==> src/rtl/rbst_div_lane.sv <==
// Pipelined restoring divider lane: (mag << F) / dm, one quotient bit per stage,
// saturated to the signed coordinate range and given the sign. No dependencies.
`timescale 1ns / 1ps

module rbst_div_lane #(
  parameter int unsigned W = 32,
  parameter int unsigned F = 16
) (
  input  logic         clk_i,
  input  logic         en_i,
  input  logic [W:0]   mag_i,
  input  logic [W-1:0] dm_i,
  input  logic         neg_i,
  output logic [W-1:0] quot_o
);

  localparam int unsigned NW = W + 1 + F;
  localparam int unsigned HW = F + 1;
  localparam int unsigned CW = (HW > W) ? HW : W;
  localparam logic [W-1:0] POS_LIM = {1'b0, {(W-1){1'b1}}};
  localparam logic [W-1:0] NEG_LIM = {1'b1, {(W-1){1'b0}}};

  logic [NW-1:0] num;
  logic [HW-1:0] num_hi;
  logic [CW-1:0] hi_ext;
  logic          ovf;

  logic [W-1:0] r_q   [0:W];
  logic [W-1:0] q_q   [0:W];
  logic [W-1:0] n_q   [0:W];
  logic [W-1:0] dm_q  [0:W];
  logic         neg_q [0:W];
  logic         ovf_q [0:W];

  assign num    = NW'(mag_i) << F;
  assign num_hi = num[NW-1:W];
  assign hi_ext = CW'(num_hi);
  assign ovf    = hi_ext >= CW'(dm_i);

  always_ff @(posedge clk_i) begin
    if (en_i) begin
      r_q[0]   <= hi_ext[W-1:0];
      q_q[0]   <= '0;
      n_q[0]   <= num[W-1:0];
      dm_q[0]  <= dm_i;
      neg_q[0] <= neg_i;
      ovf_q[0] <= ovf;
    end
  end

  for (genvar s = 1; s <= W; s++) begin : g_step
    logic [W:0]   rs;
    logic         ge;
    logic [W:0]   rn;
    assign rs = {r_q[s-1], n_q[s-1][W-s]};
    assign ge = rs >= {1'b0, dm_q[s-1]};
    assign rn = ge ? (rs - {1'b0, dm_q[s-1]}) : rs;
    always_ff @(posedge clk_i) begin
      if (en_i) begin
        r_q[s]   <= rn[W-1:0];
        q_q[s]   <= q_q[s-1] | (W'(ge) << (W-s));
        n_q[s]   <= n_q[s-1];
        dm_q[s]  <= dm_q[s-1];
        neg_q[s] <= neg_q[s-1];
        ovf_q[s] <= ovf_q[s-1];
      end
    end
  end

  logic [W-1:0] lim;
  logic [W-1:0] qs;
  logic [W-1:0] quot_q;

  assign lim = neg_q[W] ? NEG_LIM : POS_LIM;
  assign qs  = (ovf_q[W] || (q_q[W] > lim)) ? lim : q_q[W];

  always_ff @(posedge clk_i) begin
    if (en_i) begin
      quot_q <= neg_q[W] ? (W'(0) - qs) : qs;
    end
  end

  assign quot_o = quot_q;

endmodule

==> config.mk <==
export PLATFORM = sky130hd
export DESIGN_NAME = rbst_div_lane
export DESIGN_NICKNAME = d
export VERILOG_FILES = /design/src/rtl/rbst_div_lane.sv
export SDC_FILE = /design/constraint.sdc
export NUM_CORES = 2
export LEC_CHECK = 0
export ABC_AREA = 1
export BUFFER_PORTS_ARGS = -buffer_cell sky130_fd_sc_hd__buf_2
export CAP_MARGIN = 10
export CELL_PAD_IN_SITES_DETAIL_PLACEMENT = 1
export CELL_PAD_IN_SITES_GLOBAL_PLACEMENT = 1
export CORE_ASPECT_RATIO = 0.5
export CORE_MARGIN = 2
export CORE_UTILIZATION = 47
export DETAILED_ROUTE_END_ITERATION = 8
export PLACE_DENSITY_LB_ADDON = 0.1
export SYNTH_ARGS = -nofsm -noshare
export SYNTH_HDL_FRONTEND = slang
export SYNTH_MEMORY_MAX_BITS = 65536
export SYNTH_SLANG_ARGS = --single-unit
export TNS_END_PERCENT = 5
==> constraint.sdc <==
create_clock -name clk_i -period 3.95 [get_ports clk_i]
set_input_delay 0.79 -clock clk_i [delete_from_list [all_inputs] [get_ports clk_i]]
set_output_delay 0.79 -clock clk_i [all_outputs]
set_load 0.01 [all_outputs]
Word-level counts from Yosys, hierarchy flattened. Memories as Yosys holds them, arrays and structs flattened. Index checks and enable logic that the tools add are counted.

Add/subtract/negate cells: 33. Magnitude comparators: 34. Muxes and demuxes: 37. Bitwise operators: 32. Reductions and logical operators: 1.

Operators with widths (number): 32-bit two-way mux (35); 33-bit by 32-bit >= comparator with 1-bit output (32); 32-bit subtractor (32); 17-bit by 32-bit >= comparator with 1-bit output (1); 32-bit greater-than comparator (1); 32-bit by 1-bit OR with 32-bit output (1); 32-bit by 10-bit OR with 32-bit output (1); 32-bit by 11-bit OR with 32-bit output (1); 32-bit by 12-bit OR with 32-bit output (1); 32-bit by 13-bit OR with 32-bit output (1); 32-bit by 14-bit OR with 32-bit output (1); 32-bit by 15-bit OR with 32-bit output (1); 32-bit by 16-bit OR with 32-bit output (1); 32-bit by 17-bit OR with 32-bit output (1); 32-bit by 18-bit OR with 32-bit output (1); 32-bit by 19-bit OR with 32-bit output (1); 32-bit by 2-bit OR with 32-bit output (1); 32-bit by 20-bit OR with 32-bit output (1); 32-bit by 21-bit OR with 32-bit output (1); 32-bit by 22-bit OR with 32-bit output (1); 32-bit by 23-bit OR with 32-bit output (1); 32-bit by 24-bit OR with 32-bit output (1); 32-bit by 25-bit OR with 32-bit output (1); 32-bit by 26-bit OR with 32-bit output (1); other kinds (16) (17).

Register bits: 32. RAM bits: 4290. Bits of input ports: 68. Output and inout port bits: 32. Logic and storage cells: 144. Memories kept: 6.

Memory list: dm_q (words 33, bits a word 32, rd ports 32, clocked after memory_dff 0, write ports 33, RTL line 31) `logic [W-1:0] dm_q [0:W];`; n_q (words 33, bits a word 32, rd ports 32, clocked after memory_dff 0, write ports 33, RTL line 30) `logic [W-1:0] n_q [0:W];`; q_q (words 33, bits a word 32, rd ports 33, clocked after memory_dff 0, write ports 33, RTL line 29) `logic [W-1:0] q_q [0:W];`; r_q (words 33, bits a word 32, rd ports 32, clocked after memory_dff 0, write ports 33, RTL line 28) `logic [W-1:0] r_q [0:W];`; neg_q (words 33, bits a word 1, rd ports 33, clocked after memory_dff 0, write ports 33, RTL line 32) `logic neg_q [0:W];`; ovf_q (words 33, bits a word 1, rd ports 33, clocked after memory_dff 0, write ports 33, RTL line 33) `logic ovf_q [0:W];`.

Depth between registers and ports, before layout. An unclocked memory read counts as a cell.

Word-level depth: 7. Gate-level depth with buffers: 30. Depth with buffers taken out: 28.

Worst setup path before layout. Ideal clock, no wire load.

Path type: register to register. Start: mem neg_q[32][0] (netlist: neg_q[0][32]). End: reg quot_q[24] (netlist: quot_o[24]) (data pin). Library setup time: 0.253 ns. Data arrival time: 3.986 ns. Data required time: 3.697 ns. Path slack: -0.289 ns. Stages on the path, launching flop included: 25. Buffers on the path: 2. Period minus slack after synthesis: 4.239 ns. Path through: edfxtp_1 clkinv_1 ha_1 a21oi_1 o21a_1 nand2_1 a21oi_1 nand2_1 nand2_2 nand2_2 nand2_1 buf_4 buf_2 inv_1 a21oi_1 ha_1 nand2_1 nor2_2 nand3_1 nor2_2 nand2_1 nand2_1 nand2_1 nand2_1 nand2_1.

RTL lines: start: declaration (RTL line 32); end signal: assignment (RTL line 79) `quot_q <= neg_q[W] ? (W'(0) - qs) : qs;`; end: declaration (RTL line 72) `logic [W-1:0] quot_q;`.

==> metrics.md <==
| Metric | Value |
|---|---|
| Proportion of layout cells with a drive suffix above 1 | 0.0637 |
| RSZ-0062 raised after global routing | yes |
| YS warnings | 0 |
| Die Y | 404 um |
| Minimum clock period | 3.66 ns |
| Worst path cell trace | ha_1 > fa_1 > o21ai_1 > nand2_1 > nand3b_1 > nand2_1 > nand2_1 > nand2_1 > nand3_1 > a21oi_1 > o211ai_1 > nand2_1 > nand2_1 > nand2_1 > nand3_1 > nand2_1 |
| Row cnt | 146 |
| Number of setup violations in the final report | 0 |
| Via count | 104624 |
| CTS clk-pin slew, worst paths | 0.07 ns |
| Worst-path fanout max | 4 |
| WL/cell | 20.4 um |
| Crit Path Category | flop to flop |
| WL final | 400000 um |
| Detailed Route Iter0 Violations | 4990 |
| First-pass iteration count of the detailed router | 5 |
| Max Cap Viol | 0 |
| Largest stage delay on the critical path | 0.50 ns |
| Buffers added on ports | 99 |
| Clock power share | 0.204 |
| Post-synthesis cell type count | 62 |
| Sw power | 52.7 mW |
| Final Max Slew Viols | 0 |
| DRC viols | 0 |
| Asr flop ratio synth | 0 |
| Pin count of the biggest net entering global routing | 128 |
| Grt ovf | 0 |
| Clock buffers created by TritonCTS | 279 |
| Routed Antenna Nets | 0 |
| Number of H-tree levels | 5 |
| Final Non-Filler Cells | 19598 |
| Fin area | 167000 um2 |
| Placed Instances | 19104 |
| Peak supply drop | 0.000374 V |
| Sequential group share of total power | 0.352 |
| Max transition margin | 0.378 |
| Syn Nets | 15872 |
| Layout fillers | 34763 |
| CP startpoint kind | flop |
| Pwr per Cell Area | 794 nW/um2 |
| Post-synth top flop | edfxtp_1 |
| Final hold violations | 0 |
| Switch share | 0.398 |
| Critical path's slowest cell | o211ai_1 |
| CP delay by family, top | simple AND/OR/NAND/NOR gates |
| Worst EP arrival | 4.29 ns |
| Nets@finish | 16330 |
| Post-cts resize count | 0 |
| Hold WS | 0.0764 ns |
| Worst clock skew | 0.0485 ns |
| Highest-count cells in the layout ignoring fill and taps | nand2_1 (3068), edfxtp_1 (2795), inv_1 (2025) |
| R2R Path Start | dm_q[0][448] |
| Post-CTS Setup Bufs | 0 |
| Vias per inst | 5.34 |
| Seq/Total Area, Yosys | 0.557 |
| Reg2reg setup slack | 0.29 ns |
| Core outline area | 318000 um2 |
| Met1 Wirelength | 155000 um |
| Min-delay src | mag_i[11] |
| Post-DP HPWL | 319000 um |
| Worst setup path startpoint | dm_q[0][448] |
| Clock Path Buffers | 4 |
| Initial Utilization | 0.474 |
| Int Pwr | 79.8 mW |
| First-pass GRT wire length | 621000 um |
| Post-DP Area | 158000 um2 |
| Synth Area per Inst | 10.2 um2 |
| Post-Syn Instances | 14714 |
| Gr usage total | 0.243 |
| Routed wl met3 | 11100 um |
| Routed length on met2 | 212000 um |
| Max Freq | 273 MHz |
| Synth-to-Final Area Change | 10.8% |
| Most used cell, CP | nand2_1 |
| Setup TNS | 0 ns |
| Most common cell after layout, fill and taps aside | nand2_1 |
| Status | complete, no violations |
| Number of clock sinks | 2795 |
| WP buf/inv | 0 |
| Boundary Pins | 100 |
| Top sig layer | met5 |
| Die area | 325000 um2 |
| CTS tree | done |
| Final period utilization | 0.926 |
| Root buffer cell | clkbuf_16 |
| Overall power | 132 mW |
| Vias in the first global route | 113159 |
| Initial antenna violation count | 8 |
| Leak | 69.4 nW |
| Fraction of power consumed by combinational cells | 0.444 |
| Final RePlAce weighted congestion | 0.950 |
| Number of flops mapped to enable cells by yosys | 2795 |
| Critical Path RT | 4.58 ns |
| Clock latency on the worst-skew pair | 0.90 ns |
| Cell Area, Synth | 151000 um2 |
| #FFs+latches synth | 2795 |
| Worst slew pin tran | 0.925 ns |
| Worst setup EP type | flop |
| Die W | 805 um |
| Hold Path Class | primary input to flop |
per-layer routing:
layer,GRT usage,up-vias
met1,0.261,50788
met3,0.0271,820
met4,0.115,6
li1,-,51598
met2,0.472,1412
met5,0,-
area by class of cell:
cell class	count	area (um2)	area share
flip-flops and latches	2795	83900	0.503
clock inverters	162	1690	0.0101
multi-input cells	9673	57600	0.345
repair buffers	378	3440	0.0206
inverters	2045	7680	0.0460
clock buffers	326	7310	0.0438
diodes	1	2.50	0.0000150
well taps	4218	5280	0.0316
final timing paths:
path                                    end  depth (start not counted)
worst max-delay path            r_q[0][506]                         16
worst min-delay path             n_q[0][27]                          1
worst max register to register  r_q[0][506]                         16
worst min register to register   n_q[0][54]                          0
repair_timing:
item | 4_1_cts | 5_1_grt
hold buffers | 4 | 0
setup endpoints to repair | 0 | 18
hold endpoints to repair | 4 | 0
worst register-to-register path, cell delays in order, from the launching register on:
cell and delay [ns]:
edfxtp_1 0.41, ha_1 0.27, fa_1 0.44, o21ai_1 0.27, nand2_1 0.10, nand3b_1 0.16
nand2_1 0.07, nand2_1 0.23, nand2_1 0.10, nand3_1 0.20, a21oi_1 0.17, o211ai_1 0.50
nand2_1 0.17, nand2_1 0.11, nand2_1 0.05, nand3_1 0.10, nand2_1 0.07
power by group through the flow:
| stage | sequential [mW] | clock, mW | combinational [mW] |
|---|---|---|---|
| final | 46.6 | 27.1 | 58.8 |
| after global routing | 47.3 | 28.8 | 65.7 |
| after CTS | 46.6 | 27.8 | 59.1 |
| after detailed placement | 47.2 | 0 | 58.8 |
| after global placement | 47.0 | 0 | 57.0 |
| after floorplan | 45.3 | 0 | 42.5 |
per-stage QoR:
step	util	setup WS, ns
after floorplan	-	-0.0223
after global placement	0.497	0.377
after detailed placement	0.497	0.304
after CTS	0.525	0.280
after global routing	0.525	-0.00876
final	0.525	0.292
synth_stat cells, drive strengths merged (2+ instances only):
| cell | instances | area, um2 |
|---|---|---|
| o31ai | 2 | 15.0 |
| fa | 31 | 621 |
| a21boi | 107 | 818 |
| o21a | 80 | 601 |
| xor2 | 266 | 2330 |
| nor2 | 868 | 3270 |
| inv | 2044 | 7680 |
| and3 | 3 | 18.8 |
| o211ai | 8 | 65.1 |
| clkbuf | 12 | 47.6 |
| a21o | 68 | 510 |
| nand2 | 3099 | 11700 |
| o221a | 31 | 349 |
| o21bai | 61 | 458 |
| buf | 190 | 1490 |
| a31oi | 123 | 769 |
| edfxtp | 2795 | 83900 |
| o21ai | 1414 | 7250 |
| a311o | 9 | 90.1 |
| or2 | 23 | 144 |
| or3 | 2 | 12.5 |
| xnor2 | 618 | 5410 |
| o41ai | 2 | 17.5 |
| a21oi | 1005 | 5290 |
| a211oi | 7 | 52.6 |
| nand4 | 111 | 694 |
| nand3b | 21 | 158 |
| nand3 | 353 | 1790 |
| nor3 | 162 | 811 |
| nor4 | 69 | 432 |
| ha | 1059 | 13300 |
| a221oi | 60 | 526 |
| nor3b | 2 | 20.0 |
flip-flops by register name (all words and copies together) (netlist names):
register and cells:
dm_q 1024, r_q 1009, neg_q 33, q_q 528, quot_o 32, n_q 136
ovf_q 33
kinds of logic (layout without fill, tap and decap cells):
group | Yosys count | count (layout) | synth area share
fa+ha+maj | 1090 | 1090 | 0.0920
buf+inv | 2247 | 2911 | 0.0612
simple gates | 4714 | 4714 | 0.126
xor+xnor | 884 | 884 | 0.0514
mux | 1 | 1 | 0.0000747
other cells | 0 | 1 | 0
flops | 2795 | 2795 | 0.557
compound gates | 2983 | 2984 | 0.112
Note: power is estimated with default switching activity, not from simulation.
